## src/design/ilsu_pkg.sv

```systemverilog
`timescale 1ns / 1ps
// ----------------------------------------------------------------------------
// ilsu_pkg
// Shared types and codes for the indexed list store: command codes, cell
// modes, controller states and the structs that run along the cell chain.
// ----------------------------------------------------------------------------
package ilsu_pkg;

    localparam int POS_W  = 13;
    localparam int DATA_W = 64;

    typedef enum logic [2:0] {
        CMD_GET     = 3'd0,
        CMD_SET     = 3'd1,
        CMD_INSERT  = 3'd2,
        CMD_DELETE  = 3'd3,
        CMD_FIND    = 3'd4,
        CMD_SWAP    = 3'd5,
        CMD_REVERSE = 3'd6,
        CMD_CLEAR   = 3'd7
    } cmd_t;

    typedef enum logic [2:0] {
        MODE_NONE,
        MODE_SET,
        MODE_INSERT,
        MODE_DELETE,
        MODE_SWAP,
        MODE_ROTATE
    } mode_t;

    typedef enum logic [2:0] {
        ST_IDLE,
        ST_EXEC,
        ST_WAVE,
        ST_ROT,
        ST_DONE
    } state_t;

    typedef struct packed {
        mode_t              mode;
        logic [POS_W-1:0]   idx;
        logic [POS_W-1:0]   jdx;
        logic [POS_W-1:0]   len;
        logic [DATA_W-1:0]  val;
        logic [DATA_W-1:0]  wa;
        logic [DATA_W-1:0]  wb;
    } ctl_t;

    typedef struct packed {
        logic               valid;
        logic               hit;
        logic [POS_W-1:0]   fidx;
        logic [DATA_W-1:0]  vi;
        logic [DATA_W-1:0]  vj;
    } wave_t;

endpackage

```

## src/design/ilsu_cell.sv

```systemverilog
`timescale 1ns / 1ps
// ----------------------------------------------------------------------------
// ilsu_cell
// One list position: holds an element, updates it from its neighbors for
// shifting commands, and passes the collection wave on to the next cell.
// ----------------------------------------------------------------------------
module ilsu_cell #(
    parameter int ELEM_WIDTH = 32,
    parameter int POS        = 0
) (
    input  logic                   aclk,
    input  logic                   aresetn,
    input  ilsu_pkg::ctl_t         ctl,
    input  logic [ELEM_WIDTH-1:0]  left_data,
    input  logic [ELEM_WIDTH-1:0]  right_data,
    input  logic [ELEM_WIDTH-1:0]  head_data,
    input  ilsu_pkg::wave_t        wave_in,
    output ilsu_pkg::wave_t        wave_out,
    output logic [ELEM_WIDTH-1:0]  data_out
);

    localparam logic [ilsu_pkg::POS_W-1:0] P = ilsu_pkg::POS_W'(POS);

    logic [ELEM_WIDTH-1:0] data_reg;
    logic [ELEM_WIDTH-1:0] data_next;
    ilsu_pkg::wave_t       wave_reg;
    ilsu_pkg::wave_t       wave_next;
    logic [ELEM_WIDTH-1:0] val;

    assign val = ctl.val[ELEM_WIDTH-1:0];

    always_comb begin
        data_next = data_reg;
        case (ctl.mode)
            ilsu_pkg::MODE_SET: begin
                if (P == ctl.idx) begin
                    data_next = val;
                end
            end
            ilsu_pkg::MODE_INSERT: begin
                if (P == ctl.idx) begin
                    data_next = val;
                end else if (P > ctl.idx && P <= ctl.len) begin
                    data_next = left_data;
                end
            end
            ilsu_pkg::MODE_DELETE: begin
                if (P >= ctl.idx && (P + 1'b1) < ctl.len) begin
                    data_next = right_data;
                end
            end
            ilsu_pkg::MODE_SWAP: begin
                if (P == ctl.idx) begin
                    data_next = ctl.wa[ELEM_WIDTH-1:0];
                end
                if (P == ctl.jdx) begin
                    data_next = ctl.wb[ELEM_WIDTH-1:0];
                end
            end
            ilsu_pkg::MODE_ROTATE: begin
                if (P < ctl.idx) begin
                    data_next = right_data;
                end else if (P == ctl.idx) begin
                    data_next = head_data;
                end
            end
            default: begin
                data_next = data_reg;
            end
        endcase
    end

    always_comb begin
        wave_next = wave_in;
        if (wave_in.valid) begin
            if (P == ctl.idx) begin
                wave_next.vi = ilsu_pkg::DATA_W'(data_reg);
            end
            if (P == ctl.jdx) begin
                wave_next.vj = ilsu_pkg::DATA_W'(data_reg);
            end
            if (!wave_in.hit && P < ctl.len && data_reg == val) begin
                wave_next.hit  = 1'b1;
                wave_next.fidx = P;
            end
        end
    end

    always_ff @(posedge aclk) begin
        data_reg <= data_next;
        if (!aresetn) begin
            wave_reg.valid <= 1'b0;
        end else begin
            wave_reg.valid <= wave_next.valid;
        end
        wave_reg.hit  <= wave_next.hit;
        wave_reg.fidx <= wave_next.fidx;
        wave_reg.vi   <= wave_next.vi;
        wave_reg.vj   <= wave_next.vj;
    end

    assign wave_out = wave_reg;
    assign data_out = data_reg;

endmodule

```

## config.mk

```make
export PLATFORM = sky130hd
export DESIGN_NAME = ilsu_cell
export DESIGN_NICKNAME = d
export VERILOG_FILES = /design/src/design/ilsu_pkg.sv /design/src/design/ilsu_cell.sv
export SDC_FILE = /design/constraint.sdc
export NUM_CORES = 1
export LEC_CHECK = 0
export BUFFER_PORTS_ARGS = -buffer_cell sky130_fd_sc_hd__buf_2
export CAP_MARGIN = 40
export CORE_AREA = 2 2 256 258
export CTS_CLUSTER_SIZE = 30
export DETAILED_ROUTE_END_ITERATION = 7
export DIE_AREA = 0 0 258 260
export GPL_TIMING_DRIVEN = 0
export REMOVE_ABC_BUFFERS = 1
export SYNTH_ARGS = -nofsm -noshare
export SYNTH_HDL_FRONTEND = slang
export SYNTH_SLANG_ARGS = --single-unit
```

## constraint.sdc

```tcl
create_clock -name aclk -period 6.85 [get_ports aclk]
set_clock_uncertainty 0.1 [all_clocks]
set_input_delay 2.055 -clock aclk [delete_from_list [all_inputs] [get_ports aclk]]
set_output_delay 2.055 -clock aclk [all_outputs]
set_load 0.1 [all_outputs]
```

After elaboration in Yosys (flattened, before gate mapping) --
Cells that the tools add are included.
Storage, ports and cells: register bits 175, input port bits 475, output and inout port bits 175, word-level logic and storage cells 45
Cells by class: magnitude comparators 6, equal/unequal tests 11, mux-type cells 13, reduce and logical (&&, ||, !) cells 9
Operators by type and width (number):
- 32-bit two-way mux | 8
- 32-bit one-hot mux with 5 select lines | 1
- 142-bit two-way mux | 1
- 64-bit two-way mux | 2
- 1-bit by 13-bit less-than comparator with 1-bit output, first input constant | 3
- 32-bit equality test | 1
- 13-bit logical NOT | 2
- 14-bit two-way mux | 1
- 1-bit by 13-bit greater-or-equal comparator with 1-bit output, first input constant | 1
- 1-bit by 13-bit > comparator with 1-bit output, first input constant | 1
- 1-bit by 13-bit <= comparator with 1-bit output, first input constant | 1
- 3-bit != test, second input constant | 3
- 3-bit by 2-bit equality test with 1-bit output, second input constant | 2
- 3-bit equality test, second input constant | 2
- 6-bit AND reduction | 1
- 5-bit nonzero test | 1
- 1-bit logical AND | 4
- 2-bit != test, second input constant | 2
- 3-bit by 1-bit equality test with 1-bit output, second input constant | 1
- 1-bit logical NOT | 1

Logic depth before layout (Yosys ltp) --
Gate-level depths: netlist (run 1).
depth in word-level cells 5, gate-level depth with buffers 7

Worst setup path after synthesis (run 1) --
OpenSTA, ideal clock, no wires.
path type input -> register, start point in ctl[230] (netlist bit), end point reg data_reg[0], in the netlist data_out[0] (enable), data arrival time 5582 ps, required time 6273 ps, slack 691 ps, stages on the path 6, path buffers 2, cell sequence nor4_2 > and4_1 > buf_6 > buf_8 > o22ai_1 > a222oi_1
On the way: word-level cells in the longest chain between the ends 4, elaborated cells between the ends (all ways) 12
RTL lines:
- from (decl) | RTL line ilsu_cell.sv:13 | input ilsu_pkg::ctl_t ctl,
- 1-bit by 13-bit > comparator with 1-bit output / 1-bit by 13-bit greater-or-equal comparator with 1-bit output (equally long branches) | RTL line ilsu_cell.sv:43, ilsu_cell.sv:48
- 1-bit logical AND (on tied branches) | RTL line ilsu_cell.sv:43, ilsu_cell.sv:48
- 3-bit != test (no source line) / 2-bit != test (equally long branches)
- 6-bit AND reduction (no source line) (*)
- to (signal assigned) | RTL line ilsu_cell.sv:90 | data_reg <= data_next;
- to (decl) | RTL line ilsu_cell.sv:24 | logic [ELEM_WIDTH-1:0] data_reg;
Every way passes the cells marked *; elsewhere a longest branch is shown, timed or not. A chain may end at the register's enable or synchronous reset.

Final worst setup path (run 1) --
start point in ctl[230] (netlist bit), end point reg data_reg[1], in the netlist data_out[1] (enable)
The elaborated chain is that of the path after synthesis.

==> summary.md, run 1 <==
| Metric | Value |
|---|---|
| Outcome | `finished clean` |
| Synth top area cells | `dfxtp_1 32%, mux2_2 21%, edfxtp_1 11%` |
| Vias in the first global route | `just over 8000` |
| DRC violations left | `0` |
| Yosys warns | `0` |
| Final Critical Period | `between 5 and 6 ns` |
| Chip height | `260 um` |
| Simple-Gate Fraction of Synth Area | `0.166` |
| Die area | `67100 um^2` |
| CTS tree | `done` |
| Mean post-synth cell area | `10.5 um^2` |
| Clock-pin slew on the worst setup and hold paths | `roughly 0.080 ns` |
| Worst r2r src | `data_out[10]` |
| Worst EP required | `6.94 ns` |
| Root Buffer Master | `clkbuf_16` |
| Clk_lat worst skew | `between 0.4 and 0.5 ns` |
| Largest family of logic cells by synthesized area | `multiplexers` |
| Relative slew slack | `0.419` |
| Reg2Reg Depth | `5` |
| Area growth syn-to-layout | `50.8%` |
| Fmax | `192 MHz` |
| Initial antenna violation count | `2` |
| Clk buf depth | `2` |
| Core area | `64100 um^2` |
| Synth cell types | `34` |
| Critical path peak fanout | `18` |
| Fin. max-slew vios | `0` |
| VDD IR max | `0.177 mV` |
| Slowest cell on the critical path | `and4_2` |
| Area of the mapped netlist | `8830 um^2` |
| RSZ-0062 raised after global routing | `false` |
| Syn Inst Count | `roughly 840` |
| Critical-path cell list | `buf_2 > nor4_2 > and4_2 > buf_12 > o22ai_1 > a222oi_1 > buf_2 > buf_2 > buf_2 > buf_2` |
| Fraction of layout instances using a drive strength above 1 | `0.603` |
| RR Endpoint | `wave_out[139]` |
| Hold WC Path Type | `flop to flop` |
| Yosys reg bits | `175` |
| Mux contribution to synthesized area | `0.256` |
| Row count | `93` |
| Antenna Cells | `0` |
| Post-synthesis xor/xnor area fraction | `0.0327` |
| Worst R2R Setup Slack | `4.43 ns` |
| HPWL Detailed | `31200 um` |
| Inst Count DP | `2223` |
| I/O pins | `650` |
| Routed length per instance | `16.7 um` |
| Ys flop type | `dfxtp_1` |
| Final hold vios | `0` |
| Fill cell count | `around 7000` |
| Crit path largest cell delay | `approximately 0.79 ns` |
| CP Launch Type | `input pin` |
| Clock Sinks | `approximately 180` |
| TritonCTS Buffers | `17` |
| Final setup viols | `0` |
| First-pass GRT wire length | `between 50000 and 60000 um` |
| Largest net degree at the start of global routing | `68` |
| Finished Layout Cells | `2255` |
| Initial Utilization | `0.138` |
| Worst Hold Endpoint | `wave_out[79]` |
| Number of synthesized flops with an enable pin | `32` |
| CP Class | `input pin to flop` |
| Slew at the pin with the worst max-slew slack | `0.871 ns` |
| Register area share after synthesis | `0.433` |
| Global route overflow | `0` |
| Largest area contributor in the netlist | `dfxtp_1` |
| Bufs and invs on worst path | `6` |
| Final period utilization | `0.759` |
| Most frequent cells in the layout | `562 x buf_2, 192 x nand2_1, 162 x mux2_2, 143 x dfxtp_1, 65 x and2_1` |
| Compound-Gate Fraction of Synth Area | `0.0693` |
| Total track usage | `0.109` |
| Hold Path Depth | `1` |
| Area of the multi-input gates | `approximately 4700 um^2` |
| Antenna Nets Post-Route | `0` |
| Drt total wl | `around 38000 um` |
| Post-Synth Adder-Cell Area | `0` |
| CP dominant cell by count | `buf_2` |
| Max Cap Viol | `0` |
| Post-DP Area | `between 10000 and 15000 um^2` |
| Post-CTS Hold Buffers | `0` |
| Pwr Density | `230 nW/um^2` |
| Vias per cell | `3.60` |
| Asr flop ratio synth | `0` |
| DRT iter0 DRCs | `between 300 and 400` |
| RePlAce Congestion | `0.783` |
| IO buf count | `553` |
| Most common cell after layout, fill and taps aside | `buf_2` |
| H-tree levels | `4` |
| Hold path start | `data_out[15]` |
| First drt pass iteration count | `4` |
| Leak | `5.70 nW` |
| Final core occ | `0.208` |
| Worst Path Arrival | `about 5.3 ns` |
| Die width | `258 um` |
| Via count | `between 8000 and 9000` |
| Top cell type's share of synthesized area | `0.324` |
| Fin area | `between 10000 and 15000 um^2` |
| Setup bufs post-CTS | `0` |
| Crit. End Element | `flop` |
| Post_cts resized | `0` |
| CP delay by family, top | `simple AND/OR/NAND/NOR gates` |
| Net count, final | `1862` |
| Register area | `3820 um^2` |
==> flip-flops by register name, indices dropped and copies added (netlist names) <==
signal and cells:
wave_out 143, data_out 32
==> synthesized netlist by cell type, types with 6 or more instances <==
library cell  instances
mux2_2              162
nor4_1                8
dfxtp_1             143
xnor2_1              27
mux2_4               29
buf_2                26
edfxtp_1             32
a41oi_2              28
inv_1                15
xor2_1                6
nand4_1               7
nor2_1               34
a31oi_1              13
clkbuf_1             17
and2_1               65
nand2_1             192
buf_6                 7
==> per-stage QoR <==
stage | hold WS (ns) | worst slack [ns] | setup TNS, ns | power [mW]
6_report | 0.484 | 1.65 | 0 | 3.07
5_1_grt | 0.508 | 1.46 | 0 | 3.20
2_1_floorplan | 1.17 | 0.0435 | 0 | 1.77
3_3_place_gp | 0.465 | -4.75 | -293.58 | 2.02
4_1_cts | 0.491 | 1.58 | 0 | 3.13
3_5_place_dp | 0.472 | 1.06 | 0 | 2.03
==> power breakdown <==
part / switching [mW] / internal, mW
registers: 0.0345 / 1.11
logic: 0.620 / 0.229
clock network: 0.489 / 0.581
==> metal layers <==
metal | track usage | share of wire | vias up
li1 | - | - | 3985
met1 | 0.129 | 0.42 | 3705
met2 | 0.181 | 0.47 | 382
met3 | 0.0378 | 0.081 | 42
met4 | 0.0427 | 0.025 | 2
met5 | 0 | 0.00034 | -
==> layout make-up <==
class / instances / share of cell area
clock buffer: 18 / 0.0322
clock inverter: 14 / 0.0134
inverter: 15 / 0.00423
multi-input combinational: 595 / 0.351
sequential: 175 / 0.287
tap: 855 / 0.0803
timing repair buffer: 583 / 0.231
==> kinds of logic (layout without fill, tap and decap cells) <==
family | count (synthesis) | after routing
compound gates | 50 | 50
xor+xnor | 33 | 33
buf+inv | 72 | 630
flops | 175 | 175
mux | 191 | 191
simple gates | 321 | 321
==> worst max path at each step <==
stage	startpoint	end	cells after the start	slack, ns
floorplan	ctl[230]	data_out[0]	4	0.04
CTS	ctl[230]	data_out[11]	10	1.58
finish	ctl[230]	data_out[1]	10	1.65
global route	ctl[230]	data_out[11]	10	1.46
global placement	ctl[232]	data_out[10]	5	-4.75
detailed placement	ctl[230]	data_out[0]	10	1.06
(Power assumes the default switching activity.)
==> run 2: changes to the inputs <==
ABC_AREA = 1   (was default)
CORE_AREA = 2 2 249 251   (was 2 2 256 258)
DIE_AREA = 0 0 251 253   (was 0 0 258 260)
clock period = 4.48 ns   (was 6.85 ns; I/O delays follow)
==> summary.md, run 2 <==
| Metric | Value |
|---|---|
| Outcome | `finished clean (unchanged)` |
| Chip height | `253 um (was 260 um)` |
| Top cell type's share of synthesized area | `0.323 (was 0.324)` |
| Global route overflow | `0 (unchanged)` |
| Fill cell count | `6972 (was 7092)` |
| I/O pins | `650 (unchanged)` |
| Max Cap Viol | `0 (unchanged)` |
| Number of synthesized flops with an enable pin | `32 (unchanged)` |
| TritonCTS Buffers | `17 (unchanged)` |
| Comb power frac | `0.305 (was 0.277)` |
| Largest net degree at the start of global routing | `73 (was 68)` |
| Clock network power share | `0.326 (was 0.349)` |
| Total track usage | `0.132 (was 0.109)` |
| Fin. max-slew vios | `0 (unchanged)` |
| First-pass GRT wire length | `60600 um (was 52100 um)` |
| Ys flop type | `dfxtp_1 (unchanged)` |
| Antenna Nets Post-Route | `0 (unchanged)` |
| Setup tns final | `0 ns (unchanged)` |
| Initial Utilization | `0.145 (was 0.138)` |
| Most frequent cells in the layout | `553 x buf_2, 470 x nand2_1, 274 x inv_1, 158 x nand3_1, 143 x dfxtp_1 (was 562 x buf_2, 192 x nand2_1, 162 x mux2_2, 143 x dfxtp_1, 65 x and2_1)` |
| Crit. End Element | `flop (unchanged)` |
| Slowest cell on the critical path | `a21oi_4 (was and4_2)` |
| Internal | `2.79 mW (was 1.92 mW)` |
| CP dominant cell by count | `buf_12 (was buf_2)` |
| Asr flop ratio synth | `0 (unchanged)` |
| RSZ-0062 raised after global routing | `false (unchanged)` |
| VDD IR max | `0.293 mV (was 0.177 mV)` |
| Syn Inst Count | `1359 (was 842)` |
| Final hold vios | `0 (unchanged)` |
| Row count | `91 (was 93)` |
| Leak | `7.75 nW (was 5.70 nW)` |
| Max FFs per register | `143 (unchanged)` |
| Inst Count DP | `2651 (was 2223)` |
| Die width | `251 um (was 258 um)` |
| Hold WC Path Type | `flop to flop (unchanged)` |
| Slew at the pin with the worst max-slew slack | `0.828 ns (was 0.871 ns)` |
| Root Buffer Master | `clkbuf_16 (unchanged)` |
| Vias in the first global route | `9574 (was 8095)` |
| Clk buf depth | `2 (unchanged)` |
| Final period utilization | `0.963` |
| Clk_lat worst skew | `0.49 ns (was 0.48 ns)` |
| Bufs and invs on worst path | `4 (was 6)` |
| First drt pass iteration count | `5 (was 4)` |
| HPWL Detailed | `34500 um (was 31200 um)` |
| Total power | `4.79 mW (was 3.07 mW)` |
| Area growth syn-to-layout | `50.2% (was 50.8%)` |
| Post-CTS Hold Buffers | `0 (unchanged)` |
| Routed length per instance | `15.9 um (was 16.7 um)` |
| Commonest cells in the netlist | `472 x nand2_1, 275 x inv_1, 159 x nand3_1, 143 x dfxtp_1, 72 x nor2_1 (was 192 x nand2_1, 162 x mux2_2, 143 x dfxtp_1, 65 x and2_1, 34 x nor2_1)` |
| Via count | `10167 (was 8116)` |
| RePlAce Congestion | `0.851 (was 0.783)` |
| DRC violations left | `0 (unchanged)` |
| Crit path largest cell delay | `0.67 ns (was 0.79 ns)` |
| Seq pwr share | `0.369 (was 0.374)` |
| Mean post-synth cell area | `6.53 um^2 (was 10.5 um^2)` |
| Relative slew slack | `0.447 (was 0.419)` |
| CP Class | `input pin to flop (unchanged)` |
| Critical-path cell list | `buf_2 > nor2_1 > nand3_1 > nor2_4 > buf_12 > nand2_2 > buf_12 > nand2_1 > nand2_1 > a21oi_4 > buf_12 (was buf_2 > nor4_2 > and4_2 > buf_12 > o22ai_1 > a222oi_1 > buf_2 > buf_2 > buf_2 > buf_2)` |
| Finished Layout Cells | `2687 (was 2255)` |
| Worst EP required | `4.56 ns (was 6.94 ns)` |
| Clock-pin slew on the worst setup and hold paths | `0.08 ns (about the same)` |
| Clock Sinks | `175 (unchanged)` |
| Fin area | `13300 um^2 (about the same)` |
| Register area share after synthesis | `0.431 (was 0.433)` |
| Top-count cell post-synth | `nand2_1 (unchanged)` |
| Fraction of layout instances using a drive strength above 1 | `0.326 (was 0.603)` |
| Final setup viols | `0 (unchanged)` |
| Net count, final | `2355 (was 1862)` |
| Sw power | `2.01 mW (was 1.14 mW)` |
| Fmax | `232 MHz` |
| Most common cell after layout, fill and taps aside | `buf_2 (unchanged)` |
| IO buf count | `553 (unchanged)` |
| Synth cell types | `21 (was 34)` |
| Net Sw Frac | `0.419 (was 0.373)` |
| DRT iter0 DRCs | `567 (was 360)` |
| Drt total wl | `42800 um (was 37700 um)` |
| Worst Path Arrival | `4.39 ns (was 5.29 ns)` |
| Vias per cell | `3.78 (was 3.60)` |
| Initial antenna violation count | `6 (was 2)` |
| Critical path peak fanout | `19 (was 18)` |
| Core area | `61000 um^2 (was 64100 um^2)` |
| Yosys warns | `0 (unchanged)` |
| H-tree levels | `4 (unchanged)` |
| CP delay by family, top | `simple AND/OR/NAND/NOR gates (unchanged)` |
| CTS tree | `done (unchanged)` |
| Area of the mapped netlist | `8870 um^2 (was 8830 um^2)` |
| Die area | `63500 um^2 (was 67100 um^2)` |
| Pwr Density | `360 nW/um^2 (was 230 nW/um^2)` |
| Largest area contributor in the netlist | `dfxtp_1 (unchanged)` |
| CP Launch Type | `input pin (unchanged)` |
| Post-DP Area | `12700 um^2 (about the same)` |
| Synth top area cells | `dfxtp_1 32%, nand2_1 20%, inv_1 12% (was dfxtp_1 32%, mux2_2 21%, edfxtp_1 11%)` |
| Yosys reg bits | `175 (unchanged)` |
| Final Critical Period | `4.31 ns` |
run 2: what timing repair did:
action / in CTS / in global routing
endpoints found under the setup margin: 0 / 2
buffers inserted: 0 / 0
resized for setup: 0 / 0
run 2: per-layer routing:
| metal | vias up | global-route usage | part of all wire |
|---|---|---|---|
| met2 | 456 | 0.215 | 0.46 |
| met1 | 4493 | 0.160 | 0.43 |
| met4 | 4 | 0.0663 | 0.035 |
| li1 | 5140 | - | - |
| met5 | - | 0 | 0.00061 |
| met3 | 74 | 0.0332 | 0.070 |
run 2: cells by family (layout without fill, tap and decap cells):
family | count (synthesis) | count (layout) | synth area share
and+or+nand+nor | 754 | 754 | 0.362
DFF | 175 | 175 | 0.431
xor gates and xnor gates | 4 | 4 | 0.00395
buffers and inverters | 342 | 876 | 0.155
AOI/OAI and AO/OA | 84 | 84 | 0.0475
other | 0 | 4 | 0
run 2: layout make-up:
| class | count | area, um^2 | share of cell area |
|---|---|---|---|
| diodes | 4 | 10.0 | 0.000751 |
| clock buffers | 17 | 425 | 0.0319 |
| clock inverters | 15 | 161 | 0.0121 |
| inverters | 275 | 1030 | 0.0774 |
| multi-input cells | 842 | 3760 | 0.282 |
| flip-flops and latches | 175 | 3820 | 0.287 |
| well taps | 790 | 988 | 0.0742 |
| repair buffers | 569 | 3130 | 0.235 |
run 2: path summary, 6_finish.rpt:
kind	from	endpoint	slack, ns	cells after the start
setup reg to reg	data_out[29]	wave_out[139]	2.09	8
setup / recovery	ctl[206]	data_out[13]	0.17	11
hold / removal	data_out[19]	wave_out[19]	0.49	2
hold reg to reg	data_out[19]	wave_out[19]	0.49	2
run 2: power groups by stage:
stage	logic (mW)	clock network (mW)	registers, mW
2_1_floorplan	0.250	0	2.59
3_3_place_gp	1.44	0	1.81
3_5_place_dp	1.47	0	1.81
4_1_cts	1.47	1.65	1.77
5_1_grt	1.55	1.68	1.78
6_report	1.46	1.56	1.77
run 2: through the flow:
stage	hold slack, ns	setup slack [ns]	util
2_1_floorplan	0.977	-2.09	-
3_3_place_gp	0.464	-8.44	0.201
3_5_place_dp	0.476	-0.364	0.209
4_1_cts	0.495	0.172	0.218
5_1_grt	0.540	0.00517	0.218
6_report	0.487	0.166	0.218
run 2: worst register-to-register path, delay by kind of cell, from the launching register on:
kind             cells  cell delay, ns
flip-flops           1            0.43
AO/OA/AOI/OAI        1            0.16
AND/OR/NAND/NOR      7            1.54
