<file path="src/design/ilsu_pkg.sv">
`timescale 1ns / 1ps
// ----------------------------------------------------------------------------
// ilsu_pkg
// Shared types and codes for the indexed list store: command codes, cell
// modes, controller states and the structs that run along the cell chain.
// ----------------------------------------------------------------------------
package ilsu_pkg;

    localparam int POS_W  = 13;
    localparam int DATA_W = 64;

    typedef enum logic [2:0] {
        CMD_GET     = 3'd0,
        CMD_SET     = 3'd1,
        CMD_INSERT  = 3'd2,
        CMD_DELETE  = 3'd3,
        CMD_FIND    = 3'd4,
        CMD_SWAP    = 3'd5,
        CMD_REVERSE = 3'd6,
        CMD_CLEAR   = 3'd7
    } cmd_t;

    typedef enum logic [2:0] {
        MODE_NONE,
        MODE_SET,
        MODE_INSERT,
        MODE_DELETE,
        MODE_SWAP,
        MODE_ROTATE
    } mode_t;

    typedef enum logic [2:0] {
        ST_IDLE,
        ST_EXEC,
        ST_WAVE,
        ST_ROT,
        ST_DONE
    } state_t;

    typedef struct packed {
        mode_t              mode;
        logic [POS_W-1:0]   idx;
        logic [POS_W-1:0]   jdx;
        logic [POS_W-1:0]   len;
        logic [DATA_W-1:0]  val;
        logic [DATA_W-1:0]  wa;
        logic [DATA_W-1:0]  wb;
    } ctl_t;

    typedef struct packed {
        logic               valid;
        logic               hit;
        logic [POS_W-1:0]   fidx;
        logic [DATA_W-1:0]  vi;
        logic [DATA_W-1:0]  vj;
    } wave_t;

endpackage

</file>
<file path="src/design/ilsu_ctrl.sv">
`timescale 1ns / 1ps
// ----------------------------------------------------------------------------
// ilsu_ctrl
// Command sequencer: takes items, checks ranges against the length, drives
// the cell chain and launches collection waves, and holds the result item.
// ----------------------------------------------------------------------------
module ilsu_ctrl #(
    parameter int CAPACITY   = 256,
    parameter int ELEM_WIDTH = 32
) (
    input  logic             aclk,
    input  logic             aresetn,
    input  logic             s_tvalid,
    output logic             s_tready,
    input  logic [55:0]      s_tdata,
    output logic             m_tvalid,
    input  logic             m_tready,
    output logic [55:0]      m_tdata,
    output ilsu_pkg::ctl_t   ctl,
    output logic             wave_start,
    input  ilsu_pkg::wave_t  wave_tail
);

    localparam int LEN_W = $clog2(CAPACITY + 1);
    localparam int PW    = ilsu_pkg::POS_W;

    ilsu_pkg::state_t       state_reg, state_next;
    ilsu_pkg::cmd_t         cmd_reg, cmd_next;
    logic [LEN_W-1:0]       len_reg, len_next;
    logic [LEN_W-1:0]       m_reg, m_next;
    logic [8:0]             idx_reg, idx_next;
    logic [7:0]             jdx_reg, jdx_next;
    logic [ELEM_WIDTH-1:0]  val_reg, val_next;
    logic                   ok_reg, ok_next;
    logic [ELEM_WIDTH-1:0]  dout_reg, dout_next;
    logic [PW-1:0]          fidx_reg, fidx_next;
    logic                   m_tvalid_reg, m_tvalid_next;
    logic [55:0]            m_tdata_reg, m_tdata_next;

    logic [63:0]            val_wide;
    logic [63:0]            dout_wide;
    logic [PW-1:0]          idx_p;
    logic [PW-1:0]          jdx_p;
    logic [PW-1:0]          len_p;
    logic                   idx_in_range;
    logic                   jdx_in_range;

    assign val_wide     = {32'd0, s_tdata[51:20]};
    assign dout_wide    = 64'(dout_reg);
    assign idx_p        = PW'(idx_reg);
    assign jdx_p        = PW'(jdx_reg);
    assign len_p        = PW'(len_reg);
    assign idx_in_range = idx_p < len_p;
    assign jdx_in_range = jdx_p < len_p;

    always_ff @(posedge aclk) begin
        if (!aresetn) begin
            state_reg    <= ilsu_pkg::ST_IDLE;
            len_reg      <= '0;
            m_tvalid_reg <= 1'b0;
        end else begin
            state_reg    <= state_next;
            len_reg      <= len_next;
            m_tvalid_reg <= m_tvalid_next;
        end
        cmd_reg     <= cmd_next;
        m_reg       <= m_next;
        idx_reg     <= idx_next;
        jdx_reg     <= jdx_next;
        val_reg     <= val_next;
        ok_reg      <= ok_next;
        dout_reg    <= dout_next;
        fidx_reg    <= fidx_next;
        m_tdata_reg <= m_tdata_next;
    end

    always_comb begin
        state_next    = state_reg;
        cmd_next      = cmd_reg;
        len_next      = len_reg;
        m_next        = m_reg;
        idx_next      = idx_reg;
        jdx_next      = jdx_reg;
        val_next      = val_reg;
        ok_next       = ok_reg;
        dout_next     = dout_reg;
        fidx_next     = fidx_reg;
        m_tvalid_next = m_tvalid_reg;
        m_tdata_next  = m_tdata_reg;
        wave_start    = 1'b0;
        s_tready      = 1'b0;

        ctl.mode = ilsu_pkg::MODE_NONE;
        ctl.idx  = idx_p;
        ctl.jdx  = jdx_p;
        ctl.len  = len_p;
        ctl.val  = ilsu_pkg::DATA_W'(val_reg);
        ctl.wa   = wave_tail.vj;
        ctl.wb   = wave_tail.vi;

        if (m_tvalid_reg && m_tready) begin
            m_tvalid_next = 1'b0;
        end

        case (state_reg)
            ilsu_pkg::ST_IDLE: begin
                s_tready = 1'b1;
                if (s_tvalid) begin
                    cmd_next   = ilsu_pkg::cmd_t'(s_tdata[2:0]);
                    idx_next   = s_tdata[11:3];
                    jdx_next   = s_tdata[19:12];
                    val_next   = val_wide[ELEM_WIDTH-1:0];
                    state_next = ilsu_pkg::ST_EXEC;
                end
            end
            ilsu_pkg::ST_EXEC: begin
                ok_next    = 1'b0;
                dout_next  = '0;
                fidx_next  = '0;
                state_next = ilsu_pkg::ST_DONE;
                case (cmd_reg)
                    ilsu_pkg::CMD_GET, ilsu_pkg::CMD_DELETE: begin
                        if (idx_in_range) begin
                            wave_start = 1'b1;
                            state_next = ilsu_pkg::ST_WAVE;
                        end
                    end
                    ilsu_pkg::CMD_FIND: begin
                        wave_start = 1'b1;
                        state_next = ilsu_pkg::ST_WAVE;
                    end
                    ilsu_pkg::CMD_SWAP: begin
                        if (idx_in_range && jdx_in_range) begin
                            wave_start = 1'b1;
                            state_next = ilsu_pkg::ST_WAVE;
                        end
                    end
                    ilsu_pkg::CMD_SET: begin
                        if (idx_in_range) begin
                            ctl.mode = ilsu_pkg::MODE_SET;
                            ok_next  = 1'b1;
                        end
                    end
                    ilsu_pkg::CMD_INSERT: begin
                        if (idx_p <= len_p && len_p < PW'(CAPACITY)) begin
                            ctl.mode = ilsu_pkg::MODE_INSERT;
                            len_next = len_reg + 1'b1;
                            ok_next  = 1'b1;
                        end
                    end
                    ilsu_pkg::CMD_REVERSE: begin
                        ok_next = 1'b1;
                        if (len_reg > LEN_W'(1)) begin
                            m_next     = len_reg - 1'b1;
                            state_next = ilsu_pkg::ST_ROT;
                        end
                    end
                    ilsu_pkg::CMD_CLEAR: begin
                        len_next = '0;
                        ok_next  = 1'b1;
                    end
                    default: begin
                        ok_next = 1'b0;
                    end
                endcase
            end
            ilsu_pkg::ST_WAVE: begin
                if (wave_tail.valid) begin
                    state_next = ilsu_pkg::ST_DONE;
                    case (cmd_reg)
                        ilsu_pkg::CMD_GET: begin
                            ok_next   = 1'b1;
                            dout_next = wave_tail.vi[ELEM_WIDTH-1:0];
                        end
                        ilsu_pkg::CMD_DELETE: begin
                            ctl.mode  = ilsu_pkg::MODE_DELETE;
                            len_next  = len_reg - 1'b1;
                            ok_next   = 1'b1;
                            dout_next = wave_tail.vi[ELEM_WIDTH-1:0];
                        end
                        ilsu_pkg::CMD_SWAP: begin
                            ctl.mode = ilsu_pkg::MODE_SWAP;
                            ok_next  = 1'b1;
                        end
                        default: begin
                            ok_next   = wave_tail.hit;
                            fidx_next = wave_tail.hit ? wave_tail.fidx : '0;
                        end
                    endcase
                end
            end
            ilsu_pkg::ST_ROT: begin
                ctl.mode = ilsu_pkg::MODE_ROTATE;
                ctl.idx  = PW'(m_reg);
                m_next   = m_reg - 1'b1;
                if (m_reg == LEN_W'(1)) begin
                    state_next = ilsu_pkg::ST_DONE;
                end
            end
            ilsu_pkg::ST_DONE: begin
                if (!m_tvalid_reg || m_tready) begin
                    m_tvalid_next = 1'b1;
                    m_tdata_next  = {6'd0, 9'(len_reg), fidx_reg[7:0],
                                     dout_wide[31:0], ok_reg};
                    state_next    = ilsu_pkg::ST_IDLE;
                end
            end
            default: begin
                state_next = ilsu_pkg::ST_IDLE;
            end
        endcase
    end

    assign m_tvalid = m_tvalid_reg;
    assign m_tdata  = m_tdata_reg;

endmodule

</file>
<file path="config.mk">
export PLATFORM = sky130hd
export DESIGN_NAME = ilsu_ctrl
export DESIGN_NICKNAME = d
export VERILOG_FILES = /design/src/design/ilsu_pkg.sv /design/src/design/ilsu_ctrl.sv
export SDC_FILE = /design/constraint.sdc
export NUM_CORES = 1
export LEC_CHECK = 0
export BUFFER_PORTS_ARGS = -buffer_cell sky130_fd_sc_hd__buf_2
export CAP_MARGIN = 15
export CORE_AREA = 2 2 191 193
export CTS_CLUSTER_DIAMETER = 80
export DETAILED_ROUTE_END_ITERATION = 8
export DIE_AREA = 0 0 193 195
export GPL_ROUTABILITY_DRIVEN = 0
export HOLD_SLACK_MARGIN = 0.08
export PLACE_DENSITY = 0.57
export SETUP_SLACK_MARGIN = 0.5
export SYNTH_ARGS = -nofsm -noshare
export SYNTH_HDL_FRONTEND = slang
export SYNTH_SLANG_ARGS = --single-unit
</file>
<file path="constraint.sdc">
create_clock -name aclk -period 3.74 [get_ports aclk]
set_input_delay 0.374 -clock aclk [delete_from_list [all_inputs] [get_ports aclk]]
set_output_delay 0.374 -clock aclk [all_outputs]
set_load 0.05 [all_outputs]
</file>
Word-level counts from Yosys, hierarchy flattened
Cells that the tools add are included.

word-level totals
  register bits = 165

operators by class
  add/sub/neg operators = 3
  $lt $le $gt $ge = 5
  equality and inequality tests = 23
  multiplexer cells = 44
  reduce and logical (&&, ||, !) cells = 20

operators with widths
  kind                                                number
  two-way mux 32 bit                                  2
  case mux 32 bit (2 select lines)                    1
  two-way mux 9 bit                                   6
  case mux 9 bit (2 select lines)                     3
  two-way mux 3 bit                                   8
  two-way mux 8 bit                                   3
  subtractor 9 x 1 -> 9 bit, second input constant    2
  case mux 8 bit (2 select lines)                     1
  == test 3 bit, second input constant                5
  case mux 3 bit (5 select lines)                     1
  != test 2 bit, second input constant                7
  == test 3 x 2 -> 1 bit, second input constant       4
  case mux 3 bit (4 select lines)                     1
  two-way mux 1 bit                                   11
  adder 9 x 1 -> 9 bit, second input constant         1
  == test 9 x 1 -> 1 bit, second input constant       1
  > comparator 9 x 1 -> 1 bit, second input constant  1
  <= comparator 9 bit                                 1
  < comparator 8 x 9 -> 1 bit                         1
  < comparator 9 bit                                  1
  < comparator 9 bit, second input constant           1
  case mux 3 bit (3 select lines)                     1
  AND reduction 3 bit                                 3
  == test 3 x 1 -> 1 bit, second input constant       2
  18 further kinds                                    27

Depth between registers and ports, before layout
Gate-level depths: netlist of the first run.

  depth in word-level cells = 5
  depth in mapped cells = 10
  depth with buffers taken out = 8

Worst setup path after synthesis of the first run
Ideal clock, no wire load.

  path kind = register -> register
  start = register state_reg[1]
  end = register dout_reg[0] (enable)
  library setup time = 0.470 ns
  arrival time = 3.272 ns
  required time = 3.270 ns
  path slack = -0.002 ns
  cell stages (with the launch flop) = 4
  path buffers = 1
  clock period less this slack = 3.742 ns
  cells stage by stage = dfxtp_1 > clkbuf_1 > nand4bb_1 > o31ai_1

between the ends
  word-level cells in the longest chain between the ends = 3
  elaborated cells on any way between the ends = 6
  those cells by class = 4 x eq/ne; 2 x reduce/logical

RTL lines
  item                                                                         line              source
  start, declared                                                              ilsu_ctrl.sv:27   ilsu_pkg::state_t state_reg, state_next;
  start signal, assigned                                                       ilsu_ctrl.sv:58   state_reg <= ilsu_pkg::ST_IDLE;
  start signal, assigned                                                       ilsu_ctrl.sv:62   state_reg <= state_next;
  == test 3 x 2 -> 1 bit / == test 3 x 1 -> 1 bit (equally long branches)      ilsu_ctrl.sv:105  case (state_reg)
  != test 2 bit (no source line) / nonzero test 2 bit (equally long branches)  -
  AND reduction 3 bit (no source line) (*)                                     -
  end signal, assigned                                                         ilsu_ctrl.sv:72   dout_reg <= dout_next;
  end, declared                                                                ilsu_ctrl.sv:35   logic [ELEM_WIDTH-1:0] dout_reg, dout_next;

Mark *: on every way between the ends. The rest lies on a longest branch, timed or not.
A chain may end at the register's enable or synchronous reset.

==> results.md, run 1 <==
* ANT nets after route at 0
* Worst r2r src: len_reg[1]
* Final min period at 3.107 ns
* RSZ-0062 raised after global routing: no
* Max Fanout on Critical Path at 10
* Number of detailed-route iterations in the first pass at 5
* Maximum capacitance violations at 0
* Setup slack after layout at around 0.63 ns
* Required arrival time at the worst endpoint at about 3.4 ns
* Power density of the placed cells at 490.6 nW/um^2
* Count of H-tree levels built during CTS at 4
* Share of the yosys chip area belonging to registers at 58.48%
* Multiplexer area fraction after synthesis at 1.319%
* Count of vias placed by the detailed router at 5,045
* Post-Syn Instances at 659
* Sum of overflow across all layers after global routing at 0
* Synth Flop Type: sky130_fd_sc_hd__edfxtp_1
* IO Pins at slightly below 500
* DRC violation count after routing at 0
* Height of the die at 195 microns
* Routing usage on met3 at under 10%
* Kind of path behind the tightest hold check: in -> reg
* Worst slack at placement at 0.7250 ns
* Startpoint of the lowest-slack hold path: s_tdata[7]
* Met2 demand-to-capacity share in global routing at 16.83%
* Type of the worst setup path: reg -> out
* Latest clock arrival within the worst-skew pair at 0.43 ns
* Cts hold-fix bufs at 0
* Post-synthesis share of cell area spent on and, or, nand and nor gates at 10.07%
* Met1 capacity usage during global routing at 13.90%
* Synth Area per Inst at 12.52 sq um
* Area added between synthesis and finish at 15.71%
* Tightest Pin Transition at 0.9404 ns
* Number of flip-flops in the largest register at 50
* Post-synthesis share of cell area spent on xor and xnor gates at under 10%
* Site Rows at just under 70
* Root Buffer: sky130_fd_sc_hd__clkbuf_16
* Layout cell share with drive strength beyond 1 at 40.75%
* CTS clk-pin slew, worst paths at ~0.080 ns
* Synthesized area at 8250 sq um
* Most used cells in the layout excluding fill and tap cells: sky130_fd_sc_hd__buf_2 (242), sky130_fd_sc_hd__edfxtp_1 (152), sky130_fd_sc_hd__conb_1 (51)
* Number of antenna violations at the first check in global routing at 3
* Share of the synthesized area in compound gates (AO/OA/AOI/OAI) at 6.840%
* Setup TNS at 0 ns
* Headroom to the max-slew limit at 37.31%
* Worst setup path startpoint: len_reg[1]
* Unique cell type count in the Yosys netlist at 63
* GRT Overall Usage at 10.98%
* Initial standard-cell utilization of the core at a little under a quarter
* DR vias/cell at roughly 4.0
* Clk sink count at 165
* Average wire per standard cell at 16.81 microns
* Leakage at ~3.8 nW
* CTS Buf Count at 17
* Diodes inserted at 0
* TritonCTS clock tree: done
* Die width at 193 microns
* Worst slack on hold paths at 0.1122 ns
* First-pass GRT wire length at about 30,000 microns
* Port Buf Inserts at 243
* Seq cells post-synth at between 150 and 200
* Run status: finished, final reports clean
* Die area at 37,640 sq um
* Number of global-route vias before repair at 4,884
* Layout net count at 1,006
* Adder-cell share of the synthesized area at 3.185%
* Total core area at roughly 35,000 sq um
* Critical path startpoint category: flop
* Post-route clock skew at 0.01561 ns
* # setup viols final at 0
* Utilization after layout at 26.97%
* Hold violation total from the final report at 0
* Achievable frequency at 321.8 MHz
* Detail Placement HPWL at 16,040 microns
* Worst-case vdd ir drop at 0.0003086 V
* Most common cell after layout, fill and taps aside: sky130_fd_sc_hd__buf_2
* Category of the worst setup path capture point: output port
* Longest Clk Path Bufs at 2
* Period utilization at 83.09%
* Post-synth EDFFs at 152
* Crit path arrival time at 2.73 ns
* Most used routing layer: met2
* Initial DRC Count at 270
* Combinational family with the most area after synthesis: buffers and inverters
* Routed Wire Length at 21,120 microns
* Fraction of synthesis flops using an asynchronous set or reset pin at 0%
* Pin count of the biggest net entering global routing at 49
* Placement Cell Area at slightly below 9000 sq um
* Final count of pins violating max slew at 0
* Area of all placed cells without fillers at 9547 sq um
* Number of warnings reported in the yosys synthesis log at 0
stage by stage:
step | std cells | total power (W)
floorplan | 709 | 0.003071
global route | 1256 | 0.004869
detailed placement | 1224 | 0.002938
CTS | 1256 | 0.004764
finish | 1256 | 0.004683
global placement | 1224 | 0.002928
power breakdown:
| part | switching (W) | internal [W] |
|---|---|---|
| sequential | 0.0000464 | 0.00212 |
| combinational | 0.000572 | 0.000152 |
| clock | 0.000788 | 0.00100 |
layer usage:
metal	vias up	share of wire [%]
met5	-	0.14
met4	4	1.4
met3	26	9.5
met2	261	47
met1	2386	42
li1	2368	-
final timing paths:
| path | to | slack (ns) | cells past startpoint |
|---|---|---|---|
| worst max-delay path | ctl[232] | 0.63 | 8 |
| worst max register to register | len_reg[0] | 1.02 | 9 |
| worst min-delay path | idx_reg[4] | 0.11 | 1 |
| worst min register to register | m_tdata[5] | 0.42 | 0 |
kinds of logic after synthesis:
family | after synthesis
other cells | 1
fa+ha+maj | 21
xor+xnor | 16
mux | 10
buf+inv | 217
simple gates | 146
compound gates | 83
flops | 165
synthesized netlist by cell type (3+ instances only):
cell type,n,area (sq um)
sky130_fd_sc_hd__nand2b_1,4,25.02
sky130_fd_sc_hd__xnor2_1,9,78.83
sky130_fd_sc_hd__nand2_1,20,75.07
sky130_fd_sc_hd__o31ai_1,7,52.55
sky130_fd_sc_hd__and2_1,33,206.5
sky130_fd_sc_hd__mux2_2,7,78.83
sky130_fd_sc_hd__clkbuf_1,17,63.81
sky130_fd_sc_hd__a22oi_1,3,22.52
sky130_fd_sc_hd__nand4_1,3,18.77
sky130_fd_sc_hd__nor2_1,27,101.4
sky130_fd_sc_hd__mux2i_1,3,30.03
sky130_fd_sc_hd__nand3_1,9,45.04
sky130_fd_sc_hd__nor3_1,8,40.04
sky130_fd_sc_hd__or3_1,4,25.02
sky130_fd_sc_hd__and3_1,11,68.82
sky130_fd_sc_hd__nor4_1,5,31.28
sky130_fd_sc_hd__o22ai_1,6,37.54
sky130_fd_sc_hd__nor3b_1,3,22.52
sky130_fd_sc_hd__dfxtp_1,13,260.3
sky130_fd_sc_hd__o21ai_0,17,85.08
sky130_fd_sc_hd__buf_4,179,1344
sky130_fd_sc_hd__inv_1,14,52.55
sky130_fd_sc_hd__a31oi_1,3,18.77
sky130_fd_sc_hd__xor2_1,7,61.31
sky130_fd_sc_hd__ha_1,21,262.8
sky130_fd_sc_hd__nor2b_1,4,25.02
sky130_fd_sc_hd__a21oi_1,24,120.1
sky130_fd_sc_hd__a211oi_1,5,37.54
sky130_fd_sc_hd__edfxtp_1,152,4564
critical path, stage by stage, from the launching register on:
cell and delay [ns]:
sky130_fd_sc_hd__dfxtp_2 0.45, sky130_fd_sc_hd__inv_1 0.18, sky130_fd_sc_hd__ha_1 0.33, sky130_fd_sc_hd__nand3b_1 0.12, sky130_fd_sc_hd__a211oi_4 0.36, sky130_fd_sc_hd__nor3_4 0.12
sky130_fd_sc_hd__o41ai_4 0.45, sky130_fd_sc_hd__a21oi_4 0.04, sky130_fd_sc_hd__buf_2 0.24
what timing repair did:
item | in CTS | in global routing
buffers inserted | 0 | 0
setup endpoints to repair | 3 | 3
gates cloned | 0 | 0
resized for setup | 8 | 5
endpoints found under the hold margin | 0 | 0
pin swaps | 1 | 2
final cells by class:
class / count / area (sq um)
inverter: 15 / 56.30
multi-input combinational: 327 / 2170
fill: 3700 / 25850
timing repair buffer: 256 / 1316
clock buffer: 17 / 425.4
clock inverter: 15 / 168.9
sequential: 165 / 4833
tap: 461 / 576.8
No activity file was read; power rests on OpenSTA's default activity.
==> inputs of run 2 (changes only) <==
--- a/config.mk
+++ b/config.mk
@@ -5,15 +5,16 @@
 export SDC_FILE = /design/constraint.sdc
 export NUM_CORES = 1
 export LEC_CHECK = 0
+export ABC_AREA = 1
 export BUFFER_PORTS_ARGS = -buffer_cell sky130_fd_sc_hd__buf_2
 export CAP_MARGIN = 15
-export CORE_AREA = 2 2 191 193
+export CORE_AREA = 2 2 192 194
 export CTS_CLUSTER_DIAMETER = 80
 export DETAILED_ROUTE_END_ITERATION = 8
-export DIE_AREA = 0 0 193 195
+export DIE_AREA = 0 0 194 196
 export GPL_ROUTABILITY_DRIVEN = 0
 export HOLD_SLACK_MARGIN = 0.08
-export PLACE_DENSITY = 0.57
+export PLACE_DENSITY = 0.55
 export SETUP_SLACK_MARGIN = 0.5
 export SYNTH_ARGS = -nofsm -noshare
 export SYNTH_HDL_FRONTEND = slang
==> constraint.sdc (replaced) <==
create_clock -name aclk -period 3.2 [get_ports aclk]
set_input_delay 0.32 -clock aclk [delete_from_list [all_inputs] [get_ports aclk]]
set_output_delay 0.32 -clock aclk [all_outputs]
set_load 0.05 [all_outputs]
==> run 2 against run 1 <==
Non-clock buffer count is 66 higher. Cell count up 17%. Highest routed layer is now met4. First-iteration DRC count is 29% higher. Critical path depth grew 3. Clock skew down 0.0044 ns. Critical path type unchanged. Cell area grew 9.8%. Clock power up 18%. Count of clock-buffer cells in the layout did not move. Global-route usage is 0.41 points higher. Die area grew 1.0%. Register-to-register slack worse by 0.07 ns.
==> results.md, run 2 <==
* Count of H-tree levels built during CTS at 4 (unchanged)
* Seq cells post-synth at 165 (unchanged)
* Portion of total power attributed to sequential cells at 34.1% (was 46.3%)
* Power density of the placed cells at 993.8 nW/um^2 (was 490.6 nW/um^2)
* Combinational Power Share at 45.5% (was 15.5%)
* Number of global-route vias before repair at 5,625 (was 4,884)
* Number of detailed-route iterations in the first pass at 5 (unchanged)
* Achievable frequency at 374.9 MHz
* Die width at 194 microns (was 193 microns)
* Number of antenna violations at the first check in global routing at 0 (was 3)
* Initial DRC Count at 347 (was 270)
* GRT Overall Usage at 11.39% (was 10.98%)
* Max stage delay on crit path at 0.36 ns (was 0.45 ns)
* Final count of pins violating max slew at 0 (unchanged)
* Clk sink count at 165 (unchanged)
* Max Fanout on Critical Path at 3 (was 10)
* Kind of path behind the tightest hold check: in -> reg (unchanged)
* Tightest Pin Transition at 0.6743 ns (was 0.9404 ns)
* Pin count of the biggest net entering global routing at 42 (was 49)
* Synth Flop Type: sky130_fd_sc_hd__edfxtp_1 (unchanged)
* Height of the die at 196 microns (was 195 microns)
* Unique cell type count in the Yosys netlist at 39 (was 63)
* Multiplexer area fraction after synthesis at 0.1198% (was 1.319%)
* Number of warnings reported in the yosys synthesis log at 0 (unchanged)
* Post-route clock skew at 0.01118 ns (was 0.01561 ns)
* Post-synthesis share of cell area spent on xor and xnor gates at 1.048% (was 1.699%)
* Required arrival time at the worst endpoint at 2.88 ns (was 3.37 ns)
* Number of fill cells at 3,780 (was 3,700)
* Category of the worst setup path capture point: output port (unchanged)
* IO Pins at 496 (unchanged)
* TritonCTS clock tree: done (unchanged)
* Share of the synthesized area in compound gates (AO/OA/AOI/OAI) at 3.774% (was 6.840%)
* Number of flip-flops in the largest register at 50 (unchanged)
* First-pass GRT wire length at 32,260 microns (was 29,950 microns)
* Area added between synthesis and finish at 25.40% (was 15.71%)
* Worst slack on hold paths at 0.1886 ns (was 0.1122 ns)
* RSZ-0062 raised after global routing: yes (was no)
* Setup TNS at 0 ns (unchanged)
* Most used cells in the layout excluding fill and tap cells: sky130_fd_sc_hd__buf_2 (240), sky130_fd_sc_hd__edfxtp_1 (152), sky130_fd_sc_hd__nand2_1 (105) (was sky130_fd_sc_hd__buf_2 (242), sky130_fd_sc_hd__edfxtp_1 (152), sky130_fd_sc_hd__conb_1 (51))
* Headroom to the max-slew limit at 54.94% (was 37.31%)
* Maximum capacitance violations at 0 (unchanged)
* Most common cell in the synthesized netlist: sky130_fd_sc_hd__buf_4 (unchanged)
* ANT nets after route at 0 (unchanged)
* CTS Buf Count at 17 (unchanged)
* Run status: finished, final reports clean (unchanged)
* Type of the worst setup path: reg -> out (unchanged)
* Count of vias placed by the detailed router at 5,714 (was 5,045)
* Kind of cell adding the most delay to the critical path: buffers and inverters (was compound AO/OA/AOI/OAI gates)
* Longest Clk Path Bufs at 2 (unchanged)
* Sum of overflow across all layers after global routing at 0 (unchanged)
* Fraction of synthesis flops using an asynchronous set or reset pin at 0% (unchanged)
* Combinational family with the most area after synthesis: buffers and inverters (unchanged)
* Most used cell, CP: sky130_fd_sc_hd__nand2_2
* Multi-input combinational cell area at 2061 sq um (was 2170 sq um)
* Site Rows at 70 (was 69)
* Routed Wire Length at 22,070 microns (was 21,120 microns)
* Initial standard-cell utilization of the core at 23.16% (was 23.31%)
* Crit path arrival time at 2.35 ns (was 2.73 ns)
* Port Buf Inserts at 243 (unchanged)
* Root Buffer: sky130_fd_sc_hd__clkbuf_16 (unchanged)
* Master of the slowest instance on the critical path: sky130_fd_sc_hd__dfxtp_4 (was sky130_fd_sc_hd__dfxtp_2)
* Share of the yosys chip area belonging to registers at 57.74% (was 58.48%)
* Total core area at 36,080 sq um (was 35,400 sq um)
* Leading cell types by total area after synthesis: sky130_fd_sc_hd__edfxtp_1 (55%), sky130_fd_sc_hd__buf_4 (16%), sky130_fd_sc_hd__nand2_1 (5.0%) (was sky130_fd_sc_hd__edfxtp_1 (55%), sky130_fd_sc_hd__buf_4 (16%), sky130_fd_sc_hd__ha_1 (3.2%))
* Hold violation total from the final report at 0 (unchanged)
* Sw Ratio at 45.85% (was 30.04%)
* Synth Area per Inst at 10.50 sq um (was 12.52 sq um)
* Average wire per standard cell at 14.96 microns (was 16.81 microns)
* Cell breakdown of the critical path: inv_1 -> ha_1 -> nand2_2 -> inv_2 -> a21oi_4 -> buf_4 -> nand3_2 -> nand2_1 -> nand2_2 -> o21ai_2 -> buf_6 (was inv_1 -> ha_1 -> nand3b_1 -> a211oi_4 -> nor3_4 -> o41ai_4 -> a21oi_4 -> buf_2)
* Die area at 38,020 sq um (was 37,640 sq um)
* Layout net count at 1,218 (was 1,006)
* CTS clk-pin slew, worst paths at 0.08 ns (about the same)
* Detail Placement HPWL at 16,040 microns (about the same)
* Area taken by flip-flops and latches at 4855 sq um (was 4833 sq um)
* Latest clock arrival within the worst-skew pair at 0.44 ns (was 0.43 ns)
* Pint at 0.005639 W (was 0.003277 W)
* Sw power at 0.004774 W (was 0.001407 W)
* Worst-case vdd ir drop at 0.0003613 V (was 0.0003086 V)
* Post-synthesis share of cell area spent on and, or, nand and nor gates at 12.58% (was 10.07%)
* # setup viols final at 0 (unchanged)
* Most common cell after layout, fill and taps aside: sky130_fd_sc_hd__buf_2 (unchanged)
* Buffers plus inverters on the worst setup path at 4 (was 2)
* Clock power share at 20.3% (was 38.3%)
* Period utilization at between 80% and 90%
* DR vias/cell at 3.874 (was 4.017)
* Layout cell share with drive strength beyond 1 at 35.35% (was 40.75%)
* Final min period at 2.668 ns
* Synthesized area at 8356 sq um (was 8250 sq um)
* Leading post-synthesis cells by instance count: sky130_fd_sc_hd__buf_4 (179), sky130_fd_sc_hd__edfxtp_1 (152), sky130_fd_sc_hd__nand2_1 (111) (was sky130_fd_sc_hd__buf_4 (179), sky130_fd_sc_hd__edfxtp_1 (152), sky130_fd_sc_hd__and2_1 (33))
* Fraction of post-synthesis cell area in the top cell type by area at 54.63% (was 55.32%)
* DRC violation count after routing at 0 (unchanged)
* Top cell type by total area after synthesis: sky130_fd_sc_hd__edfxtp_1 (unchanged)
* Post-synth EDFFs at 152 (unchanged)
* Diodes inserted at 0 (unchanged)
* Critical path startpoint category: flop (unchanged)
* Leakage at 4.689 nW (was 3.826 nW)
* Post-Syn Instances at 796 (was 659)
* Adder-cell share of the synthesized area at 3.145% (was 3.185%)
[run 2: cell count changes after synthesis, sizes merged, moves of 7 or more]
| cell | change |
|---|---|
| nand2 | +94 |
| inv | +85 |
| nor2 | +71 |
| and2 | -33 |
| nand3 | +16 |
| clkbuf | -15 |
| and3 | -12 |
| a211oi | -8 |
| mux2 | -7 |
| xnor2 | -7 |
[run 2: cell families (layout without fill, tap and decap cells)]
family | after synthesis | in the layout
AOI/OAI and AO/OA | 55 | 55
xor gates and xnor gates | 10 | 10
adders and majority gates | 21 | 21
buffers and inverters | 292 | 453
DFF | 165 | 165
muxes | 1 | 1
other | 1 | 51
and+or+nand+nor | 251 | 251
[run 2: final cells by class]
class,count,share of cell area (%)
multi-input cells,389,19.67
flip-flops and latches,165,46.33
inverters,99,3.702
clock inverters,15,1.755
well taps,468,5.589
repair buffers,322,18.89
clock buffers,17,4.060
[run 2: worst min-delay path, stage by stage]
cell and delay (ns):
sky130_fd_sc_hd__buf_2 0.09, sky130_fd_sc_hd__inv_1 0.03, sky130_fd_sc_hd__nor2_1 0.08
[run 2: per-stage QoR]
stage	setup WS (ns)	cell area (sq um)	util, %	total power, W	cells
2_1_floorplan	0.5087	8579	-	0.007182	846
3_3_place_gp	0.7313	9031	25.03	0.007860	1370
3_5_place_dp	0.6814	9031	25.03	0.007927	1370
4_1_cts	0.4474	10290	28.51	0.01029	1466
5_1_grt	0.3815	10480	29.04	0.01106	1475
6_report	0.5323	10480	29.04	0.01041	1475
[run 2: per-layer routing]
layer  GRT usage (%)  vias up  share of wire [%]
met4           4.826        0                2.8
met1           13.41     2656                 41
li1                -     2757                  -
met3           5.174       33                9.3
met2           17.95      268                 47
met5               0        -                  0
[run 2: worst paths after layout]
kind / startpoint / end / slack [ns] / cells after the start
max: len_reg[7] / ctl[232] / 0.53 / 11
max reg2reg: state_reg[1] / dout_reg[1] / 0.95 / 7
min reg2reg: dout_reg[9] / m_tdata[10] / 0.42 / 0
min: wave_tail[78] / dout_reg[14] / 0.19 / 3
[run 2: timing repair]
action | CTS | global route
setup buffers | 12 | 9
resized for setup | 13 | 29
pin swaps | 4 | 18
endpoints found under the hold margin | 52 | 0
endpoints found under the setup margin | 3 | 3
hold buffers | 52 | 0
[run 2: power groups by stage]
stage / sequential [W] / combinational [W] / clock (W)
6_report: 0.00355 / 0.00474 / 0.00212
4_1_cts: 0.00356 / 0.00454 / 0.00219
3_3_place_gp: 0.00363 / 0.00423 / 0
2_1_floorplan: 0.00472 / 0.00246 / 0
3_5_place_dp: 0.00366 / 0.00427 / 0
5_1_grt: 0.00362 / 0.00516 / 0.00227
==> inputs of run 3 (changes only) <==
--- a/config.mk
+++ b/config.mk
@@ -5,16 +5,16 @@
 export SDC_FILE = /design/constraint.sdc
 export NUM_CORES = 1
 export LEC_CHECK = 0
-export ABC_AREA = 1
+export ABC_AREA = 0
 export BUFFER_PORTS_ARGS = -buffer_cell sky130_fd_sc_hd__buf_2
 export CAP_MARGIN = 15
-export CORE_AREA = 2 2 192 194
+export CORE_AREA = 2 2 191 193
 export CTS_CLUSTER_DIAMETER = 80
 export DETAILED_ROUTE_END_ITERATION = 8
-export DIE_AREA = 0 0 194 196
+export DIE_AREA = 0 0 193 195
 export GPL_ROUTABILITY_DRIVEN = 0
 export HOLD_SLACK_MARGIN = 0.08
-export PLACE_DENSITY = 0.55
+export PLACE_DENSITY = 0.57
 export SETUP_SLACK_MARGIN = 0.5
 export SYNTH_ARGS = -nofsm -noshare
 export SYNTH_HDL_FRONTEND = slang
==> constraint.sdc (replaced) <==
create_clock -name aclk -period 2.3 [get_ports aclk]
set_input_delay 0.23 -clock aclk [delete_from_list [all_inputs] [get_ports aclk]]
set_output_delay 0.23 -clock aclk [all_outputs]
set_load 0.05 [all_outputs]
==> run 3 against run 2 <==
The run now ends with setup timing left. Flip-flop and latch count stayed put. Clock skew is 0.0011 ns lower. Global-route usage is 0.77 points higher. Critical path type unchanged. Count of clock-buffer cells in the layout stayed put. Largest power group is now sequential cells.
==> results.md, run 3 (synthesis gave the netlist of run 1 again) <==
* Number of detailed-route iterations in the first pass at 6 (was 5)
* Crit path arrival time at 2.41 ns (was 2.35 ns)
* Critical path startpoint category: flop (unchanged)
* Height of the die at 195 microns (was 196 microns)
* Violations in the final reports: setup timing
* Sw Ratio at 30.16% (was 45.85%)
* Hold violation total from the final report at 0 (unchanged)
* Tightest Pin Transition at 0.5526 ns (was 0.6743 ns)
* Post-route clock skew at 0.01007 ns (was 0.01118 ns)
* GRT Overall Usage at 12.15% (was 11.39%)
* Number of global-route vias before repair at 6,034 (was 5,625)
* First-pass GRT wire length at 33,890 microns (was 32,260 microns)
* Portion of total power attributed to sequential cells at 44.0% (was 34.1%)
* Port Buf Inserts at 243 (unchanged)
* Dpl cells at 1,253 (was 1,370)
* # setup viols final at 8 (was 0)
* Layout net count at 1,149 (was 1,218)
* Final min period at ~2.6 ns
* Category of the worst setup path capture point: output port (unchanged)
* Initial DRC Count at 326 (was 347)
* Die area at 37,640 sq um (was 38,020 sq um)
* Uppermost layer routed: met4 (unchanged)
* Tot Pwr at 0.007951 W (was 0.01041 W)
* Headroom to the max-slew limit at 63.12% (was 54.94%)
* Maximum capacitance violations at 0 (unchanged)
* CTS Buf Count at 17 (unchanged)
* Post-Layout Cell Count at 1,400 (was 1,475)
* Pint at 0.005553 W (was 0.005639 W)
* Most used cells in the layout excluding fill and tap cells: sky130_fd_sc_hd__buf_2 (229), sky130_fd_sc_hd__edfxtp_1 (152), sky130_fd_sc_hd__dlygate4sd3_1 (77) (was sky130_fd_sc_hd__buf_2 (240), sky130_fd_sc_hd__edfxtp_1 (152), sky130_fd_sc_hd__nand2_1 (105))
* Achievable frequency at 379.4 MHz
* Site Rows at 69 (was 70)
* Required arrival time at the worst endpoint at 2.07 ns (was 2.88 ns)
* Clk sink count at 165 (unchanged)
* Count of H-tree levels built during CTS at 4 (unchanged)
* Detail Placement HPWL at 16,070 microns (was 16,040 microns)
* Max Fanout on Critical Path at 3 (unchanged)
* Kind of path behind the tightest hold check: in -> reg (unchanged)
* Leakage at 4.736 nW (was 4.689 nW)
* Final count of pins violating max slew at 0 (unchanged)
* Number of antenna violations at the first check in global routing at 2 (was 0)
* Latest clock arrival within the worst-skew pair at 0.44 ns (about the same)
* Most common cell after layout, fill and taps aside: sky130_fd_sc_hd__buf_2 (unchanged)
* Type of the worst setup path: reg -> out (unchanged)
* Worst setup path startpoint: len_reg[7] (unchanged)
* Wire length on met2 at 11,650 microns (was 10,430 microns)
* Total core area at 35,400 sq um (was 36,080 sq um)
* CTS clk-pin slew, worst paths at 0.07 ns (was 0.08 ns)
* WL met1 at 9402 microns (was 8981 microns)
* DR vias/cell at 4.111 (was 3.874)
* Worst r2r src: len_reg[7] (was state_reg[1])
* IO Pins at 496 (unchanged)
* ANT nets after route at 0 (unchanged)
* Run status: complete, but fails checks (was finished, final reports clean)
* Average wire per standard cell at 16.74 microns (was 14.96 microns)
* DRC violation count after routing at 0 (unchanged)
* RSZ-0062 raised after global routing: yes (unchanged)
* Number of flip-flops in the largest register at 50 (unchanged)
* Count of vias placed by the detailed router at 5,756 (was 5,714)
* Sw power at 0.002398 W (was 0.004774 W)
* Startpoint of the lowest-slack hold path: wave_tail[86] (was wave_tail[78])
* Power density of the placed cells at 684.1 nW/um^2 (was 993.8 nW/um^2)
* Layout cell share with drive strength beyond 1 at 47.76% (was 35.35%)
* Worst slack at placement at -0.1135 ns (was 0.6814 ns)
* Sum of overflow across all layers after global routing at 0 (unchanged)
* Setup slack after layout at -0.3358 ns (was 0.5323 ns)
* Root Buffer: sky130_fd_sc_hd__clkbuf_16 (unchanged)
* Die width at 193 microns (was 194 microns)
* Longest Clk Path Bufs at 2 (unchanged)
* Worst-case vdd ir drop at 0.0005892 V (was 0.0003613 V)
* TritonCTS clock tree: done (unchanged)
* Clock power share at 36.9% (was 20.3%)
* Combinational Power Share at 19.1% (was 45.5%)
* Met3 Wirelength at 1755 microns (was 2051 microns)
* Period utilization at 114.6%
* Pin count of the biggest net entering global routing at 51 (was 42)
* Area added between synthesis and finish at 40.87% (was 25.40%)
* Initial standard-cell utilization of the core at 23.31% (was 23.16%)
* Utilization after layout at 32.83% (was 29.04%)
* Routed Wire Length at 23,440 microns (was 22,070 microns)
[run 3: final cells by class]
cell class | instances | area (sq um)
timing repair buffer | 397 | 2937
antenna | 1 | 2.502
clock inverter | 15 | 167.7
inverter | 15 | 60.06
fill | 3498 | 23770
clock buffer | 17 | 425.4
tap | 461 | 576.8
sequential | 165 | 4862
multi-input combinational | 329 | 2591
[run 3: routing by layer]
metal	global-route usage [%]	up-vias
met4	5.780	0
li1	-	2671
met2	19.93	265
met1	14.03	2774
met5	0	-
met3	4.385	46
[run 3: worst max-delay path, cell delays in order, from the launching register on]
cell and delay (ns):
sky130_fd_sc_hd__dfxtp_4 0.34, sky130_fd_sc_hd__inv_1 0.08, sky130_fd_sc_hd__ha_1 0.35, sky130_fd_sc_hd__nand4_4 0.16
sky130_fd_sc_hd__a211oi_4 0.27, sky130_fd_sc_hd__o31ai_1 0.12, sky130_fd_sc_hd__nor3b_2 0.18, sky130_fd_sc_hd__a211oi_2 0.23
sky130_fd_sc_hd__nor2_4 0.07, sky130_fd_sc_hd__buf_6 0.16
[run 3: path summary, 6_finish.rpt]
check                               endpoint  cells after the start  slack, ns
worst max-delay path              wave_start                      9      -0.34
worst min-delay path            dout_reg[22]                      2       0.10
worst max register to register    len_reg[0]                     11      -0.09
worst min register to register   m_tdata[27]                      0       0.42
[run 3: through the flow]
step	TNS [ns]	instance area, sq um	hold slack, ns
floorplan	-0.09010	8760	0.3289
global placement	-0.08522	9374	0.4008
detailed placement	-0.2005	9374	0.4057
CTS	-1.384	11360	0.08015
global route	-2.388	11620	0.08313
finish	-1.197	11620	0.1042
[run 3: power groups by stage]
stage | clock [W] | sequential [W] | combinational (W)
floorplan | 0 | 0.00383 | 0.00120
global placement | 0 | 0.00356 | 0.00126
detailed placement | 0 | 0.00357 | 0.00126
CTS | 0.00303 | 0.00350 | 0.00146
global route | 0.00314 | 0.00351 | 0.00160
finish | 0.00293 | 0.00350 | 0.00152
[run 3: what timing repair did]
action / in CTS / in global routing
pin swaps: 19 / 10
hold buffers: 77 / 0
cloned: 3 / 4
buffers inserted: 20 / 10
gates resized for setup: 99 / 26
endpoints found under the hold margin: 77 / 0
setup endpoints to repair: 78 / 99
